**config.mk**
```make
export PLATFORM = sky130hd
export DESIGN_NAME = mrdip_queue
export DESIGN_NICKNAME = d
export VERILOG_FILES = /design/src/hw/rtl/mrdip_queue.sv
export SDC_FILE = /design/constraint.sdc
export NUM_CORES = 1
export LEC_CHECK = 0
export BUFFER_PORTS_ARGS = -buffer_cell sky130_fd_sc_hd__buf_2
export CAP_MARGIN = 0
export CORE_MARGIN = 2
export CORE_UTILIZATION = 40
export CTS_CLUSTER_SIZE = 8
export DETAILED_ROUTE_END_ITERATION = 7
export GPL_ROUTABILITY_DRIVEN = 1
export PLACE_DENSITY = 0.63
export SYNTH_ARGS = -nofsm -noshare
export SYNTH_HDL_FRONTEND = slang
export SYNTH_SLANG_ARGS = --single-unit
```
**constraint.sdc**
```tcl
create_clock -name clk_i -period 1.8 [get_ports clk_i]
set_input_delay 0.09 -clock clk_i [delete_from_list [all_inputs] [get_ports clk_i]]
set_output_delay 0.09 -clock clk_i [all_outputs]
set_load 0.03 [all_outputs]
```
**src/hw/rtl/mrdip_queue.sv**
```systemverilog
`default_nettype none
module mrdip_queue #(
  parameter int unsigned WIDTH = 8
) (
  input  wire logic             clk_i,
  input  wire logic             rst_ni,
  input  wire logic             push_i,
  input  wire logic [WIDTH-1:0] data_i,
  input  wire logic             pop_i,
  output logic [WIDTH-1:0]      data_o,
  output logic                  valid_o,
  output logic                  full_o
);

  localparam int unsigned DEPTH = 2;
  localparam int unsigned PTR_W = $clog2(DEPTH);

  logic [WIDTH-1:0] slot_q [DEPTH];
  logic [PTR_W-1:0] wr_ptr_q, rd_ptr_q;
  logic [PTR_W:0]   count_q;
  logic             do_pop;

  assign valid_o = (count_q != '0);
  assign full_o  = (count_q == (PTR_W + 1)'(DEPTH));
  assign data_o  = slot_q[rd_ptr_q];
  assign do_pop  = pop_i && valid_o;

  always_ff @(posedge clk_i) begin
    if (push_i) begin
      slot_q[wr_ptr_q] <= data_i;
    end
  end

  always_ff @(posedge clk_i or negedge rst_ni) begin
    if (!rst_ni) begin
      wr_ptr_q <= '0;
      rd_ptr_q <= '0;
      count_q  <= '0;
    end else begin
      if (push_i) begin
        wr_ptr_q <= wr_ptr_q + PTR_W'(1);
      end
      if (do_pop) begin
        rd_ptr_q <= rd_ptr_q + PTR_W'(1);
      end
      case ({push_i, do_pop})
        2'b10:   count_q <= count_q + (PTR_W + 1)'(1);
        2'b01:   count_q <= count_q - (PTR_W + 1)'(1);
        default: count_q <= count_q;
      endcase
    end
  end

endmodule
`default_nettype wire

```
==> flow_metrics.tcl <==
set metrics [dict create \
    p_per_area_nw_per_um2 1500 \
    routedWlPerCell_um 12.1 \
    peakVddDrop_uv 1080 \
    routed_wl_um 1230 \
    tightest_slew_ns 0.403 \
    met1_usage 0.178 \
    p_switching_w 0.000563 \
    power_w 0.00158 \
    pre_cts_slack_ns 0.287 \
    p_clk_frac 0.156 \
    internal_power_w 0.00102 \
    grt_util_met2 0.208 \
    n_antenna_cell 0 \
    syn_avg_cell_area_um2 18.5 \
    grt_pass1_vias 428 \
    die_area_um2 2310 \
    p_leak_nw 0.429 \
    viasPerCell 4.34 \
    drt_iter0_drc 6 \
    n_fill_cell 149 \
    cts_tree "built" \
    fp.dieH_um 48.0 \
    postCtsSetupRepairBufs 0 \
    postCtsHoldBufs 10 \
    grt_max_degree 12 \
    routabilityCongestion 0.664 \
    syn_to_final_growth_pct 35.5 \
    ant_nets 0 \
    ys_seq_elements 20 \
    switching_share 0.356 \
    syn_inst 42 \
    cp.required_ns 1.71 \
    hp-start "pop_i" \
    grt_pass1_wl_um 2010 \
    numPortBuffers 21 \
    fmax_mhz 643 \
    grt_overflow 0 \
    core_area_um2 1780 \
    setup_viol 0 \
    r2r_start "count_q[0]" \
    use_met3 0.0377 \
    htree_num_levels 1 \
    netlist_area_um2 776 \
    rows 15 \
    status "finished clean" \
    post-route-min-period_ns 1.56 \
    setup_tns_ns 0 \
    synth_seq_area_share 0.748 \
    clock_latency_ns 0.29 \
    syn_nets 55 \
    maxCapViolations 0 \
    rsz0062_at_grt "no" \
    worst_setup_path_end_kind "output pin" \
    start_util 0.435 \
    finClkSkew_ns 0.00519 \
    cts_buffer_depth 2 \
    relSlewSlack 0.732 \
    antenna_found_initial 0 \
    dr.pass1.iters 3 \
    drc 0 \
    nets 91 \
    hpwl_um 791 \
    clkTransAtPathRegs_ns 0.11 \
    drive_gt1_frac 0.481 \
    path_max_fanout 9 \
    hold_viol 0 \
    worst-setup-path-type "reg2out" \
    hold_path_class "in2reg" \
    io-pin-count 22 \
    critPathLaunchType "flop" \
    r2r_setup_slack_ns 0.27 \
    synth_cell_type_count 13 \
    numCtsBuffers 3 \
    numClockSinks 20 \
    die_x_um 48.0 \
    timing.final.ws_setup_ns 0.244 \
    root_buffer "clkbuf_4" \
    power_frac_comb 0.388 \
    grt-busiest-layer "met2" \
    num_vias 443 \
    yosys_warnings 0 \
    cts_resized 0 \
    drv_slew 0 \
    grt_usage 0.136 \
    worstPathArrival_ns 1.47 \
    p_seq_frac 0.456 \
    fin_crit_sh 0.864 \
    crit_start "rd_ptr_q" \
]
layout make-up:
class | instances | area (um^2) | share of cell area
sequential | 20 | 581 | 0.552
timing repair buffer | 32 | 213 | 0.202
multi-input combinational | 20 | 186 | 0.177
clock buffer | 4 | 36.3 | 0.0345
tap | 25 | 31.3 | 0.0298
inverter | 1 | 3.75 | 0.00357
cell usage after synthesis (all sizes together):
master / instances / area [um^2]
and2: 2 / 15.0
and2b: 1 / 8.76
buf: 1 / 5.00
dfrtp: 4 / 100
edfxtp: 16 / 480
ha: 1 / 12.5
inv: 1 / 3.75
mux2: 8 / 90.1
nor2: 2 / 7.51
or2: 1 / 8.76
xnor2: 2 / 17.5
xor2: 3 / 26.3
power groups by stage:
| stage | clock network [W] | logic [W] | registers (W) |
|---|---|---|---|
| finish | 0.000246 | 0.000613 | 0.000720 |
| global route | 0.000280 | 0.000671 | 0.000737 |
| CTS | 0.000254 | 0.000619 | 0.000720 |
| detailed placement | 0 | 0.000599 | 0.000729 |
| global placement | 0 | 0.000599 | 0.000727 |
| floorplan | 0 | 0.000496 | 0.000678 |
flip-flops by register name, indices dropped and copies added (netlist names):
register / count
rd_ptr_q: 1
count_q: 2
wr_ptr_q: 1
slot_q: 16
cell usage in the layout, fill, tap and decap left out:
cell type      synthesis  final
and2_1                 1      1
and2_4                 1      1
and2b_2                1      1
buf_2                  1     21
buf_4                  0      1
clkbuf_4               0      3
clkbuf_8               0      1
dfrtp_1                4      4
dlygate4sd3_1          0     10
edfxtp_1              16     16
ha_1                   1      1
inv_1                  1      1
mux2_2                 8      8
nor2_1                 2      2
or2_4                  1      1
xnor2_1                2      2
xor2_1                 3      3
critical path, stage by stage (launching register included):
cell	delay, ns
dfrtp_1	0.60
mux2_2	0.40
buf_2	0.18
per-layer routing:
metal,vias to the layer above,share of wire,wire length (um)
li1,221,-,-
met1,206,0.45,552
met2,14,0.48,594
met3,2,0.058,72
met4,0,0.0097,12
met5,-,0,0
path summary, 6_finish.rpt:
path | depth (start not counted) | to
worst max-delay path | 2 | data_o[5]
max in group asynchronous | 2 | wr_ptr_q
worst max register to register | 5 | count_q[1]
worst min register to register | 1 | wr_ptr_q
worst min-delay path | 3 | rd_ptr_q
min in group asynchronous | 2 | count_q[0]
cell families (layout without fill, tap and decap cells):
family,after synthesis,after routing,synth area share
xor gates and xnor gates,5,5,0.0565
DFF,20,20,0.748
buffers and inverters,2,37,0.0113
adders and majority gates,1,1,0.0161
muxes,8,8,0.116
and+or+nand+nor,6,6,0.0516
metrics by stage:
stage          cell area [um^2]  std cells  hold WS (ns)   util
6_report                   1050        102        0.0858  0.589
5_1_grt                    1050        102        0.0742  0.589
4_1_cts                    1050        102        0.0819  0.589
3_5_place_dp                915         88       -0.0950  0.513
3_3_place_gp                915         88       -0.0971  0.513
2_1_floorplan               776         42        -0.206      -
Power figures use the tool's default switching activity.
