## src/hw/rtl/mrdip_pkg.sv

```systemverilog
`default_nettype none
package mrdip_pkg;

  localparam int unsigned BASE_W     = 13;
  localparam int unsigned COUNT_W    = 4;
  localparam int unsigned CFG_IDX_W  = 2;
  localparam int unsigned CFG_DATA_W = 13;
  localparam int unsigned VALUE_W    = 64;

  localparam logic [CFG_IDX_W-1:0] REG_DIGIT_BASE  = 2'd0;
  localparam logic [CFG_IDX_W-1:0] REG_DIGIT_COUNT = 2'd1;
  localparam logic [CFG_IDX_W-1:0] REG_INSERT_POS  = 2'd2;

  localparam logic OP_LOAD  = 1'b0;
  localparam logic OP_DRAIN = 1'b1;

  localparam int unsigned KIND_W = 2;

  typedef enum logic [KIND_W-1:0] {
    KIND_REJECT,
    KIND_LOAD,
    KIND_DRAIN
  } item_kind_e;

endpackage
`default_nettype wire

```

## src/hw/rtl/mrdip_cfg.sv

```systemverilog
`default_nettype none
module mrdip_cfg #(
  parameter int unsigned MAX_ELEMENTS = 4096,
  localparam int unsigned IW = $clog2(MAX_ELEMENTS + 1)
) (
  input  wire logic                               clk_i,
  input  wire logic                               rst_ni,
  input  wire logic                               cfg_valid_i,
  input  wire logic [mrdip_pkg::CFG_IDX_W-1:0]    cfg_index_i,
  input  wire logic [mrdip_pkg::CFG_DATA_W-1:0]   cfg_data_i,
  output logic                                    restart_o,
  output logic                                    busy_o,
  output logic                                    cfg_ok_o,
  output logic [mrdip_pkg::BASE_W-1:0]            digit_base_o,
  output logic [IW-1:0]                           table_size_o,
  output logic [IW-1:0]                           middle_limit_o,
  output logic [IW-1:0]                           high_stride_o,
  output logic [IW-1:0]                           high_limit_o
);

  localparam int unsigned PW = $clog2(MAX_ELEMENTS + 2);
  localparam int unsigned MW = PW + mrdip_pkg::BASE_W;
  localparam int unsigned CW = mrdip_pkg::COUNT_W;

  logic [mrdip_pkg::BASE_W-1:0] base_q;
  logic [CW-1:0]                count_q;
  logic [CW-1:0]                pos_q;
  logic                         run_q;
  logic [CW-1:0]                exp_q;
  logic [PW-1:0]                pow_q;
  logic                         ok_q;
  logic [IW-1:0]                size_q;
  logic [IW-1:0]                mid_q;
  logic [IW-1:0]                stride_q;
  logic [IW-1:0]                high_q;

  logic                         hit;
  logic [MW-1:0]                prod;
  logic [PW-1:0]                pow_d;
  logic [CW-1:0]                high_exp;
  logic [CW:0]                  stride_exp;

  always_comb begin
    case (cfg_index_i)
      mrdip_pkg::REG_DIGIT_BASE:  hit = cfg_valid_i;
      mrdip_pkg::REG_DIGIT_COUNT: hit = cfg_valid_i;
      mrdip_pkg::REG_INSERT_POS:  hit = cfg_valid_i;
      default:                    hit = 1'b0;
    endcase
  end

  assign prod       = MW'(pow_q) * MW'(base_q);
  assign pow_d      = (prod > MW'(MAX_ELEMENTS)) ? PW'(MAX_ELEMENTS + 1) : prod[PW-1:0];
  assign high_exp   = count_q - pos_q - CW'(1);
  assign stride_exp = (CW + 1)'(pos_q) + (CW + 1)'(1);

  always_ff @(posedge clk_i or negedge rst_ni) begin
    if (!rst_ni) begin
      base_q   <= mrdip_pkg::BASE_W'(2);
      count_q  <= CW'(1);
      pos_q    <= '0;
      run_q    <= 1'b0;
      exp_q    <= '0;
      pow_q    <= PW'(1);
      ok_q     <= 1'b1;
      size_q   <= IW'(2);
      mid_q    <= IW'(1);
      stride_q <= IW'(2);
      high_q   <= IW'(1);
    end else if (hit) begin
      case (cfg_index_i)
        mrdip_pkg::REG_DIGIT_BASE:  base_q  <= cfg_data_i[mrdip_pkg::BASE_W-1:0];
        mrdip_pkg::REG_DIGIT_COUNT: count_q <= cfg_data_i[CW-1:0];
        mrdip_pkg::REG_INSERT_POS:  pos_q   <= cfg_data_i[CW-1:0];
        default: ;
      endcase
      run_q <= 1'b1;
      exp_q <= '0;
      pow_q <= PW'(1);
      ok_q  <= 1'b0;
    end else if (run_q) begin
      if (exp_q == pos_q) begin
        mid_q <= pow_q[IW-1:0];
      end
      if ((CW + 1)'(exp_q) == stride_exp) begin
        stride_q <= pow_q[IW-1:0];
      end
      if (exp_q == high_exp) begin
        high_q <= pow_q[IW-1:0];
      end
      if (exp_q == count_q) begin
        size_q <= pow_q[IW-1:0];
        ok_q   <= (base_q != '0) && (count_q != '0) && (pos_q < count_q) &&
                  (pow_q <= PW'(MAX_ELEMENTS));
        run_q  <= 1'b0;
      end else begin
        pow_q <= pow_d;
        exp_q <= exp_q + CW'(1);
      end
    end
  end

  assign restart_o      = hit;
  assign busy_o         = run_q;
  assign cfg_ok_o       = ok_q;
  assign digit_base_o   = base_q;
  assign table_size_o   = size_q;
  assign middle_limit_o = mid_q;
  assign high_stride_o  = stride_q;
  assign high_limit_o   = high_q;

endmodule
`default_nettype wire

```

## config.mk

```make
export PLATFORM = sky130hd
export DESIGN_NAME = mrdip_cfg
export DESIGN_NICKNAME = d
export VERILOG_FILES = /design/src/hw/rtl/mrdip_pkg.sv /design/src/hw/rtl/mrdip_cfg.sv
export SDC_FILE = /design/constraint.sdc
export NUM_CORES = 1
export LEC_CHECK = 0
export BUFFER_PORTS_ARGS = -buffer_cell sky130_fd_sc_hd__buf_2
export CAP_MARGIN = 20
export CORE_MARGIN = 2
export CORE_UTILIZATION = 62
export CTS_CLUSTER_SIZE = 14
export DETAILED_ROUTE_END_ITERATION = 10
export HOLD_SLACK_MARGIN = 0.15
export PLACE_DENSITY = 0.82
export SLEW_MARGIN = 20
export SYNTH_ARGS = -nofsm -noshare
export SYNTH_HDL_FRONTEND = slang
export SYNTH_SLANG_ARGS = --single-unit
```

## constraint.sdc

```tcl
create_clock -name clk_i -period 7.73 [get_ports clk_i]
set_input_delay 1.546 -clock clk_i [delete_from_list [all_inputs] [get_ports clk_i]]
set_output_delay 1.546 -clock clk_i [all_outputs]
set_load 0.005 [all_outputs]
```

==> out/results.txt <==
VDD sags by at most 182.5 uV. Counting tap cells, the placed design contains a total of 1,279 instances. In this run, the number of DRC markers left after iteration 0 of detailed routing was 493. The via-per-instance ratio is 5.802, and the number of buffers created by CTS is 9. For this design the static power due to leakage is 5.475 nW. The run gives 0 as the total of warnings raised by yosys. The cell type of the slowest stage on the worst timing path is dfrtp_1. The combinational group share of total power came out at 61.7%. The delay of the slowest cell on the worst path came out at 680 ps.

For the sequential fraction of design power, the log shows 25.4%. The clock sink count is 92, and the overall power is 3.251 mW. The flow ran to the end, and the final reports show no timing, DRC or antenna violations. Each instance of the synthesized netlist takes up on average 9.619 um2. Setup total negative slack on the finished layout was measured at 0 ps. The kind of cell with the highest combined delay along the critical path is adder cells.

The number of cells on the worst hold path is 1, and the power spent charging and discharging nets is 1.590 mW. Reg-to-reg setup timing slack: 1080 ps. For the top-level port count, the log shows 86. The row count is 46, and the deepest level of the CTS H-tree is 3. For this run, the leading register cell type out of synthesis is dfrtp_1. The met2 capacity usage during global routing came out at 46.35%. The worst-case reg-to-reg path depth works out to 19. For this run, the post-layout net count is 1,294.

At the end of routability-driven placement, the weighted congestion stood at 0.9429. Compared with the post-synthesis result, the final layout area differs by 7.817%. After synthesis, the share of flip-flops with an asynchronous set or reset is 100.0%. In the final layout, the share of cells above drive strength 1 is 17.98%.

Yosys instantiated no cell more often than inv_1. The netlist uses 54 different library cells. The routed layout has 7,513 vias.

Setup violations remaining at the end of the flow were counted as 0. The cell count after synthesis came out at 1,035. The startpoint identified for the worst register-to-register timing path is pow_q[5]. The run gives 1,255 as the number of nets in the synthesized netlist.

The all-layer global routing usage was 29.11%. The core outline area came out at 15,770 um2. The tree is rooted in a clkbuf_16. Biggest area consumer among synthesized cells: fa_1.

The floorplan step defined a die boundary enclosing 17,090 um2. The worst register-to-register path ends at pow_q[2]. After synthesis, the largest area contributor takes up 24.53% of total cell area. Sequential elements use 23.22% of the synthesized area.

The clock passes through at most 2 buffers. The tools report the iteration count of the initial detailed-routing pass as 5. The final critical path takes up 85.97% of the cycle.

Net switching is 48.91% of the power. For the max capacitance violation total, the log shows 0. The commonest cells after synthesis are inv_1, fa_1, nand2_1.

The path type of the worst setup path is reg2reg. The startpoint identified for the worst hold timing path is table_size_o[12]. STA classifies the critical path startpoint as a flip-flop. The first-pass GRT wire length came out at 38.53 mm.

At the pin with the least slew margin, the transition time is 1029 ps. In the post-synthesis netlist, the biggest area contributors are fa_1, dfrtp_1, ha_1. Dividing total power by cell area gives a power density of 302.9 nW/um2.

The signal arrival time at the worst endpoint was 6930 ps. The number of enable flip-flop cells after synthesis is 0, and the effective utilization at floorplan is 63.13%. met2 is the most crowded layer. Post-CTS timing repair inserted 0 buffers for setup.

The internal power of the cells totals 1.661 mW. After detailed routing, the average wire length per cell comes to 18.24 um. The run gives 17.85 mm as the HPWL after detailed placement. Entering global routing, the biggest net connects 61 pins. The final count of hold timing violations came out at 0.

The worst path in the final design needs a cycle of 6645 ps, including I/O delays and setup. The final max-slew violation count was 0. The tools report the number of antenna violations at the first check in global routing as 0. Via count of the first global-routing pass: 7,600. In the routed design, unresolved DRC markers number 0. The number of hold buffers added after cts was 0.

The signal on the critical path passes through and2_1 -> fa_1 -> inv_1 -> fa_1 -> fa_1 -> inv_1 -> fa_1 -> inv_1 -> fa_1 -> inv_1 -> ha_1 -> nand2_1 -> o21ai_0 -> a221oi_1 -> o31ai_1 -> xor2_1 -> a2111oi_4 -> and3_1 -> a22o_1. The setup skew after layout was 4.604 ps; the number of instances resized during post-cts repair was 0. The min-delay analysis places its worst path in the category reg2reg. For this run, the top clock speed supported by timing is 150.5 MHz.

For met1 alone, demand over resource in global routing was 40.80%. The logs give 31.43% for the worst slew margin relative to its limit and 1,295 for the number of standard cells in the final layout excluding fillers. Summed over all layers, the global routing overflow is 0.

In this run the horizontal extent of the chip is 130.7 um. The clock network burns 12.9% of the power. Setup repair after global routing left no endpoint under its margin.

Together, buffers and inverters on the worst path number 4. Peak fanout along the critical path: 19. The global-route met3 utilization is 7.492%, and the source-to-sink clock delay at the later pin of the worst-skew pair is 350 ps. The kind of end point of the critical path is a flip-flop. Clock-pin slew was measured on the worst setup and hold paths at 70 ps. Synthesis inferred 92 register bits. Cells fill 68.07% of the core in the end. The number of antenna-violating nets in the routed design was 0. For hold timing, the worst endpoint is table_size_o[12]. The run gives 0 as the antenna cell count.

The post-synthesis instance area is 9956 um2, and the worst endpoint required time is 8010 ps. The number of buffers added on ports is 85, and the total detailed-routing wirelength is 23.62 mm. TritonCTS built the clock tree.

The floorplan step set the die height to 130.7 um. The cell repeated most along the worst path was fa_1.
-- worst max path at each step --
stage	startpoint	endpoint	cells past startpoint
after detailed placement	pow_q[5]	pow_q[2]	19
after floorplan	pow_q[0]	pow_q[10]	22
after CTS	pow_q[5]	pow_q[2]	19
final	pow_q[5]	pow_q[2]	19
after global routing	pow_q[5]	pow_q[2]	19
after global placement	pow_q[8]	pow_q[3]	19
-- metrics by stage --
step | hold WS [ps] | cell area, um2 | setup WS, ps
after floorplan | 504.1 | 9956 | 1756
after global placement | 483.9 | 10460 | 1317
after detailed placement | 489.4 | 10460 | 1197
after CTS | 504.1 | 10730 | 1142
after global routing | 511.3 | 10730 | 722.6
final | 500.1 | 10730 | 1085
-- cells by family (layout without fill, tap and decap cells) --
logic type,Yosys count,count (layout),share of synthesized area [%]
xor+xnor,31,31,2.727
simple gates,289,289,14.43
compound gates,101,101,7.000
fa+ha+maj,202,202,34.59
mux,77,77,8.684
buf+inv,243,287,9.350
flops,92,92,23.22
-- per-layer routing --
metal	share of wire [%]	vias to the layer above
met5	0	-
met4	1.4	0
met3	8.2	40
met2	47	338
met1	43	3763
li1	-	3372
-- layout by cell type (no fill, tap or decap), types with 20 or more instances in the layout --
master   netlist  layout
a21oi_1       29      29
and2_1        77      77
buf_2          8      84
dfrtp_1       84      84
fa_1         122     122
ha_1          80      80
inv_1        181     181
mux2_2        75      75
nand2_1      121     121
nor2_1        26      26
xnor2_1       20      20
-- layout make-up --
| type | instances | area (um2) |
|---|---|---|
| sequential | 92 | 2312 |
| inverter | 181 | 679.4 |
| clock inverter | 6 | 47.55 |
| timing repair buffer | 90 | 465.4 |
| fill | 1201 | 5036 |
| multi-input combinational | 700 | 6730 |
| clock buffer | 10 | 229.0 |
| tap | 216 | 270.3 |
-- power by group through the flow --
stage	registers [mW]	logic, mW	clock network (mW)
final	0.825	2.00	0.421
after global routing	0.841	2.27	0.441
after CTS	0.816	2.00	0.422
after detailed placement	0.824	1.97	0
after global placement	0.817	1.93	0
after floorplan	0.684	1.55	0
-- state kept, by name (all words and copies together), names as in the netlist --
name,count
cfg_ok_o,1
digit_base_o,13
table_size_o,13
pow_q,13
high_limit_o,13
exp_q,4
busy_o,1
pos_q,4
middle_limit_o,13
count_q,4
high_stride_o,13
-- worst register-to-register path, stage by stage (launching register included) --
cell and delay, ps:
dfrtp_1 680, and2_1 310, fa_1 540, inv_1 60, fa_1 520, fa_1 560
inv_1 60, fa_1 560, inv_1 70, fa_1 530, inv_1 40, ha_1 450
nand2_1 150, o21ai_0 380, a221oi_1 130, o31ai_1 260, xor2_1 140, a2111oi_4 460
and3_1 480, a22o_1 200
No activity file was read; power rests on OpenSTA's default activity.
