--- config.mk ---
export PLATFORM = sky130hd
export DESIGN_NAME = mrdip_front
export DESIGN_NICKNAME = d
export VERILOG_FILES = /design/src/hw/rtl/mrdip_pkg.sv /design/src/hw/rtl/mrdip_front.sv
export SDC_FILE = /design/constraint.sdc
export NUM_CORES = 1
export LEC_CHECK = 0
export ABC_AREA = 0
export BUFFER_PORTS_ARGS = -buffer_cell sky130_fd_sc_hd__buf_2
export CAP_MARGIN = 0
export CORE_AREA = 5 5 143 145
export CTS_CLUSTER_SIZE = 24
export DETAILED_ROUTE_END_ITERATION = 8
export DIE_AREA = 0 0 148 150
export GPL_TIMING_DRIVEN = 0
export PLACE_DENSITY = 0.8
export SETUP_SLACK_MARGIN = 0.05
export SLEW_MARGIN = 10
export SYNTH_ARGS = -nofsm -noshare
export SYNTH_HDL_FRONTEND = slang
export SYNTH_SLANG_ARGS = --single-unit
export TNS_END_PERCENT = 100
--- constraint.sdc ---
create_clock -name clk_i -period 3.7 [get_ports clk_i]
set_clock_uncertainty 0.05 [all_clocks]
set_input_delay 0.74 -clock clk_i [delete_from_list [all_inputs] [get_ports clk_i]]
set_output_delay 0.74 -clock clk_i [all_outputs]
set_load 0.02 [all_outputs]
--- src/hw/rtl/mrdip_pkg.sv ---
`default_nettype none
package mrdip_pkg;

  localparam int unsigned BASE_W     = 13;
  localparam int unsigned COUNT_W    = 4;
  localparam int unsigned CFG_IDX_W  = 2;
  localparam int unsigned CFG_DATA_W = 13;
  localparam int unsigned VALUE_W    = 64;

  localparam logic [CFG_IDX_W-1:0] REG_DIGIT_BASE  = 2'd0;
  localparam logic [CFG_IDX_W-1:0] REG_DIGIT_COUNT = 2'd1;
  localparam logic [CFG_IDX_W-1:0] REG_INSERT_POS  = 2'd2;

  localparam logic OP_LOAD  = 1'b0;
  localparam logic OP_DRAIN = 1'b1;

  localparam int unsigned KIND_W = 2;

  typedef enum logic [KIND_W-1:0] {
    KIND_REJECT,
    KIND_LOAD,
    KIND_DRAIN
  } item_kind_e;

endpackage
`default_nettype wire

--- src/hw/rtl/mrdip_front.sv ---
`default_nettype none
module mrdip_front #(
  parameter int unsigned MAX_ELEMENTS = 4096,
  parameter int unsigned VALUE_BITS   = 64,
  localparam int unsigned IW = $clog2(MAX_ELEMENTS + 1),
  localparam int unsigned AW = $clog2(MAX_ELEMENTS)
) (
  input  wire logic                             clk_i,
  input  wire logic                             rst_ni,
  input  wire logic                             accept_i,
  input  wire logic                             restart_i,
  input  wire logic                             opcode_i,
  input  wire logic [mrdip_pkg::VALUE_W-1:0]    element_value_i,
  input  wire logic                             cfg_ok_i,
  input  wire logic [mrdip_pkg::BASE_W-1:0]     digit_base_i,
  input  wire logic [IW-1:0]                    table_size_i,
  input  wire logic [IW-1:0]                    middle_limit_i,
  input  wire logic [IW-1:0]                    high_stride_i,
  input  wire logic [IW-1:0]                    high_limit_i,
  output mrdip_pkg::item_kind_e                 kind_o,
  output logic                                  last_o,
  output logic [AW-1:0]                         addr_o,
  output logic [VALUE_BITS-1:0]                 value_o
);

  localparam int unsigned CW = ((IW > mrdip_pkg::BASE_W) ? IW : mrdip_pkg::BASE_W) + 1;

  logic [IW-1:0] low_q, mid_q, high_q, lacc_q, hacc_q;
  logic [IW-1:0] load_idx_q, drain_idx_q;
  logic          full_q;

  logic          load_ok, drain_ok;
  logic [IW:0]   load_next, drain_next;
  logic          load_last, drain_last;
  logic [IW+1:0] addr_sum;
  logic          low_wrap, mid_wrap, high_wrap;

  always_comb begin
    load_ok    = cfg_ok_i && !full_q && (load_idx_q < table_size_i);
    drain_ok   = cfg_ok_i && full_q && (drain_idx_q < table_size_i);
    load_next  = (IW + 1)'(load_idx_q) + (IW + 1)'(1);
    drain_next = (IW + 1)'(drain_idx_q) + (IW + 1)'(1);
    load_last  = (load_next == (IW + 1)'(table_size_i));
    drain_last = (drain_next == (IW + 1)'(table_size_i));
    addr_sum   = (IW + 2)'(mid_q) + (IW + 2)'(hacc_q) + (IW + 2)'(lacc_q);
    low_wrap   = (CW'(low_q) + CW'(1)) >= CW'(digit_base_i);
    mid_wrap   = ((IW + 1)'(mid_q) + (IW + 1)'(1)) >= (IW + 1)'(middle_limit_i);
    high_wrap  = ((IW + 1)'(high_q) + (IW + 1)'(1)) >= (IW + 1)'(high_limit_i);

    if (opcode_i == mrdip_pkg::OP_LOAD) begin
      kind_o = load_ok ? mrdip_pkg::KIND_LOAD : mrdip_pkg::KIND_REJECT;
      last_o = load_ok && load_last;
      addr_o = addr_sum[AW-1:0];
    end else begin
      kind_o = drain_ok ? mrdip_pkg::KIND_DRAIN : mrdip_pkg::KIND_REJECT;
      last_o = drain_ok && drain_last;
      addr_o = drain_idx_q[AW-1:0];
    end
    value_o = element_value_i[VALUE_BITS-1:0];
  end

  always_ff @(posedge clk_i or negedge rst_ni) begin
    if (!rst_ni) begin
      low_q       <= '0;
      mid_q       <= '0;
      high_q      <= '0;
      lacc_q      <= '0;
      hacc_q      <= '0;
      load_idx_q  <= '0;
      drain_idx_q <= '0;
      full_q      <= 1'b0;
    end else if (restart_i) begin
      low_q       <= '0;
      mid_q       <= '0;
      high_q      <= '0;
      lacc_q      <= '0;
      hacc_q      <= '0;
      load_idx_q  <= '0;
      drain_idx_q <= '0;
      full_q      <= 1'b0;
    end else if (accept_i) begin
      case (kind_o)
        mrdip_pkg::KIND_LOAD: begin
          if (low_wrap) begin
            low_q  <= '0;
            lacc_q <= '0;
            if (mid_wrap) begin
              mid_q <= '0;
              if (high_wrap) begin
                high_q <= '0;
                hacc_q <= '0;
              end else begin
                high_q <= high_q + IW'(1);
                hacc_q <= hacc_q + high_stride_i;
              end
            end else begin
              mid_q <= mid_q + IW'(1);
            end
          end else begin
            low_q  <= low_q + IW'(1);
            lacc_q <= lacc_q + middle_limit_i;
          end
          load_idx_q <= load_next[IW-1:0];
          if (load_last) begin
            full_q      <= 1'b1;
            drain_idx_q <= '0;
          end
        end
        mrdip_pkg::KIND_DRAIN: begin
          if (drain_last) begin
            low_q       <= '0;
            mid_q       <= '0;
            high_q      <= '0;
            lacc_q      <= '0;
            hacc_q      <= '0;
            load_idx_q  <= '0;
            drain_idx_q <= '0;
            full_q      <= 1'b0;
          end else begin
            drain_idx_q <= drain_next[IW-1:0];
          end
        end
        default: ;
      endcase
    end
  end

endmodule
`default_nettype wire

==> summary by stage <==
Status
The run finished, with violations left. The final reports fail on setup timing.

Setup path
The kind of end point of the critical path is an output port. In this run the worst setup path terminates at addr_o[9]. The family with the most delay on the worst path is adder cells. The worst register-to-register path has a setup slack of 0.10 ns. The worst setup path is of the flop to output port kind. For the worst setup path, the data required time is roughly 2.9 ns. For the worst flop-to-flop path, the logic depth is 17. The cell depth of the worst setup path is 13. The endpoint identified for the worst register-to-register timing path is mid_q[6]. The largest individual stage delay along the critical path comes from the cell sky130_fd_sc_hd__fa_1. The largest fanout on the critical path is 3.

Counting both buffers and inverters, the worst setup path holds a total of 2. Traced cell by cell, the critical path runs through fa_1, ha_2, inv_2, fa_2, nor2b_2, o21ai_2, a21boi_2, o21ai_2, a21boi_2, o21a_1, nor3_2, o31ai_2, buf_4. The worst setup path is launched from a flop. Data on the critical path arrives at its endpoint at around 3.3 ns. The largest stage delay on the critical path is roughly 0.55 ns. The first element of the critical path is lacc_q[1]. The worst register-to-register path begins at mid_q[1].

Timing
The final critical path takes up 111.7% of the cycle. The worst path setup slack after routing is -0.4320 ns. Counting I/O delays and the setup requirement, the final critical path takes 4.132 ns. Static timing analysis puts the maximum clock frequency at roughly 240 MHz. The number of hold violations in the final report is 0. Setup repair after global routing could not meet its margin everywhere. The max-slew violation count is 0. At the pin with the least slew margin, the transition time is roughly 0.91 ns. The headroom to the max-slew limit is between 30% and 40%. The number of setup violations in the final report is 7.

Pwr
The clock share of power is about a quarter. The total net switching power is between 0.001 and 0.0015 W. Of the total power, registers draw 31.4%. The static leakage power is roughly 5.8 nW. Cell internal power was estimated by the tool at around 0.0023 W. Power spread over the standard cell area amounts to ~330 mW/mm^2.

After layout, the design draws a total of 0.003808 W. VDD sags by at most between 0.2 and 0.3 mV. In this run switching power makes up 38.52% of total power. Of the total power, combinational logic draws between 40% and 50%.

Place
Counting tap cells, the placed design contains a total of about 1500 instances. In this run the tool buffered the top-level ports with roughly 150 buffer cells. The detailed placer's ending HPWL is between 20000 and 25000 um.

Timing analysis after detailed placement gives a worst setup slack of -0.5299 ns. The final RePlAce weighted congestion is between 0.9 and 1. The placed instance area is 0.01057 mm^2.

Global routing
The number of antenna violations at the first check in global routing is 0. The via count of the first global-routing pass is about 8800. The final global-route overflow total is 0. The pin count of the biggest net entering global routing is 62. The first global-routing pass estimated around 43000 um of wire.

For this run, the total global-route usage over all layers was measured as about a quarter.

Synthesis
The netlist uses 75 different library cells. The number of warnings printed during yosys synthesis is 0. The most used flip-flop cell after synthesis is sky130_fd_sc_hd__dfrtp_1.

The biggest area contributor in the post-synthesis netlist is sky130_fd_sc_hd__dfrtp_1. The synthesized design contains 90 register bits. Yosys mapped a number of flops with a built-in enable equal to 0. The area share of the leading cell type in the synthesized netlist is around a quarter.

The number of nets produced by synthesis is between 1000 and 1500. The area of the mapped netlist is between 0.009 and 0.01 mm^2. The average size of a mapped cell is 8.394 um^2.

The proportion of synthesized chip area in sequential cells is about a quarter. Sorting the synthesized cells by area gives the leading types as sky130_fd_sc_hd__dfrtp_1, sky130_fd_sc_hd__ha_1, sky130_fd_sc_hd__buf_4. The synthesized instance count is about 1100. The proportion of synthesized flip-flops having asynchronous set or reset is between 90% and 100%.

Drt
The number of optimization iterations in the first detailed-route pass is 5. The mean routed wirelength per cell is 17.89 um. The DRC violations left is 0. For this block, the routed nets add up to around 28000 um of wire.

The violation count after the first detailed-routing iteration is ~740. The final route contains a little over 9000 vias. The final antenna-violating net count is 0. The mean number of vias per cell is 5.916.

Die
The site row count is 51. Measured along the x axis, the die boundary spans between 100 and 150 um. The area inside the core boundary is 0.01908 mm^2. The floorplan step defined a die boundary enclosing ~0.022 mm^2.

The starting utilization of the core area is around 50%. During I/O placement, the number of pins put on the boundary was about 210. The die extent in y is roughly 150 um.

Finish
Leaving out fill and tap cells, the most frequent cell in the layout is sky130_fd_sc_hd__buf_2. The area of all placed cells without fillers is between 0.01 and 0.015 mm^2. In the layout the commonest cells are sky130_fd_sc_hd__buf_2, sky130_fd_sc_hd__ha_1, sky130_fd_sc_hd__buf_4.

The number of antenna diodes in the final layout is 0. In the final design database the tool counted ~1600 nets. The fraction of layout cells with a size suffix above 1 is 28.38%. After the flow finishes, the layout carries non-filler instances totaling roughly 1600. The area growth from synthesis to final layout is 19.87%.

Clock network
The tree is rooted in a sky130_fd_sc_hd__clkbuf_16. The register clock-pin slew on the reported worst setup and hold paths is ~0.070 ns. The H-tree was split into 3 levels. The worst-skew pair later-pin latency is 0.36 ns. The worst-case clock buffer depth is 2. The clock sink count is 90. The TritonCTS clock tree is built. The number of hold buffers added after CTS was 0. The number of buffers created by CTS is 9.

Job
The tool flagged a number of max-cap violations equal to 0.

Hold path
The min-delay analysis places its worst path in the category input pin to asynchronous set/reset pin.
[registers in the layout, summed over array words and instances (netlist names)]
name / flops
drain_idx_q: 13
full_q: 1
hacc_q: 12
high_q: 13
lacc_q: 12
load_idx_q: 13
low_q: 13
mid_q: 13
[how the worst min path moves through the flow]
| stage | start | end | cells past startpoint |
|---|---|---|---|
| after CTS | rst_ni | load_idx_q[5] | 1 |
| final | rst_ni | load_idx_q[5] | 1 |
| after global placement | full_q | full_q | 1 |
| after global routing | rst_ni | load_idx_q[5] | 1 |
| after floorplan | rst_ni | drain_idx_q[0] | 0 |
| after detailed placement | full_q | full_q | 1 |
[final cells by class]
| type | instances | area (um^2) |
|---|---|---|
| plain buffers | 112 | 732.0 |
| clock buffers | 11 | 242.7 |
| clock inverters | 5 | 62.56 |
| fillers | 1668 | 7690 |
| inverters | 90 | 337.8 |
| multi-input cells | 837 | 6479 |
| flip-flops and latches | 90 | 2265 |
| well taps | 238 | 297.8 |
| repair buffers | 173 | 973.4 |
[timing repair]
| item | in CTS | in global routing |
|---|---|---|
| pin swaps | 13 | 21 |
| gates resized for setup | 41 | 68 |
| setup buffers | 10 | 16 |
| cloned | 0 | 0 |
| endpoints found under the setup margin | 71 | 76 |
[layer usage]
layer / routed length [um] / part of all wire [%] / up-vias / track usage (%)
met2: 13040 / 47 / 368 / 39.35
met1: 11550 / 41 / 4366 / 30.77
met4: 1170 / 4.2 / 0 / 11.18
met3: 2082 / 7.5 / 77 / 3.846
met5: 0 / 0 / - / 0
li1: - / - / 4394 / -
[stage by stage]
step           setup TNS [ns]  utilization, %  hold WS, ns
6_report               -1.444           59.70       0.2653
3_5_place_dp           -19.61           55.40       0.4479
3_3_place_gp           -14.44           55.24       0.4405
5_1_grt                -2.460           59.70       0.3064
2_1_floorplan               0               -       0.3944
4_1_cts                -1.816           57.98       0.2856
[worst reg2reg max path, delay by kind of cell, from the launching register on]
family / cells / cell delay, ns
flip-flops: 1 / 0.38
buffers and inverters: 2 / 0.34
XOR/XNOR: 1 / 0.16
AO/OA/AOI/OAI: 5 / 0.73
adder cells (fa/ha/maj): 1 / 0.26
AND/OR/NAND/NOR: 8 / 1.55
[logic make-up after synthesis]
group	synth area share (%)
fa+ha+maj	16.38
xor+xnor	6.913
compound gates	23.76
mux	1.054
buf+inv	11.15
simple gates	17.04
flops	23.70
[Yosys cell counts, types with 16 or more instances]
master	count
sky130_fd_sc_hd__a21o_1	37
sky130_fd_sc_hd__a21oi_1	67
sky130_fd_sc_hd__a22o_1	18
sky130_fd_sc_hd__and3_1	17
sky130_fd_sc_hd__buf_2	16
sky130_fd_sc_hd__buf_4	64
sky130_fd_sc_hd__clkbuf_1	31
sky130_fd_sc_hd__dfrtp_1	90
sky130_fd_sc_hd__ha_1	102
sky130_fd_sc_hd__inv_1	90
sky130_fd_sc_hd__nand2_1	62
sky130_fd_sc_hd__nand2b_1	29
sky130_fd_sc_hd__nand3_1	44
sky130_fd_sc_hd__nor2_1	53
sky130_fd_sc_hd__nor3_1	24
sky130_fd_sc_hd__o21ai_0	67
sky130_fd_sc_hd__o31ai_1	38
sky130_fd_sc_hd__xnor2_1	39
sky130_fd_sc_hd__xor2_1	36
[power by group through the flow]
| stage | Clock (W) | Sequential [W] | Combinational (W) |
|---|---|---|---|
| final | 0.000973 | 0.00120 | 0.00164 |
| after global routing | 0.00103 | 0.00120 | 0.00182 |
| after CTS | 0.000986 | 0.00119 | 0.00156 |
| after detailed placement | 0 | 0.00122 | 0.00150 |
| after global placement | 0 | 0.00122 | 0.00145 |
| after floorplan | 0 | 0.00116 | 0.00110 |
Power figures use the tool's default switching activity.
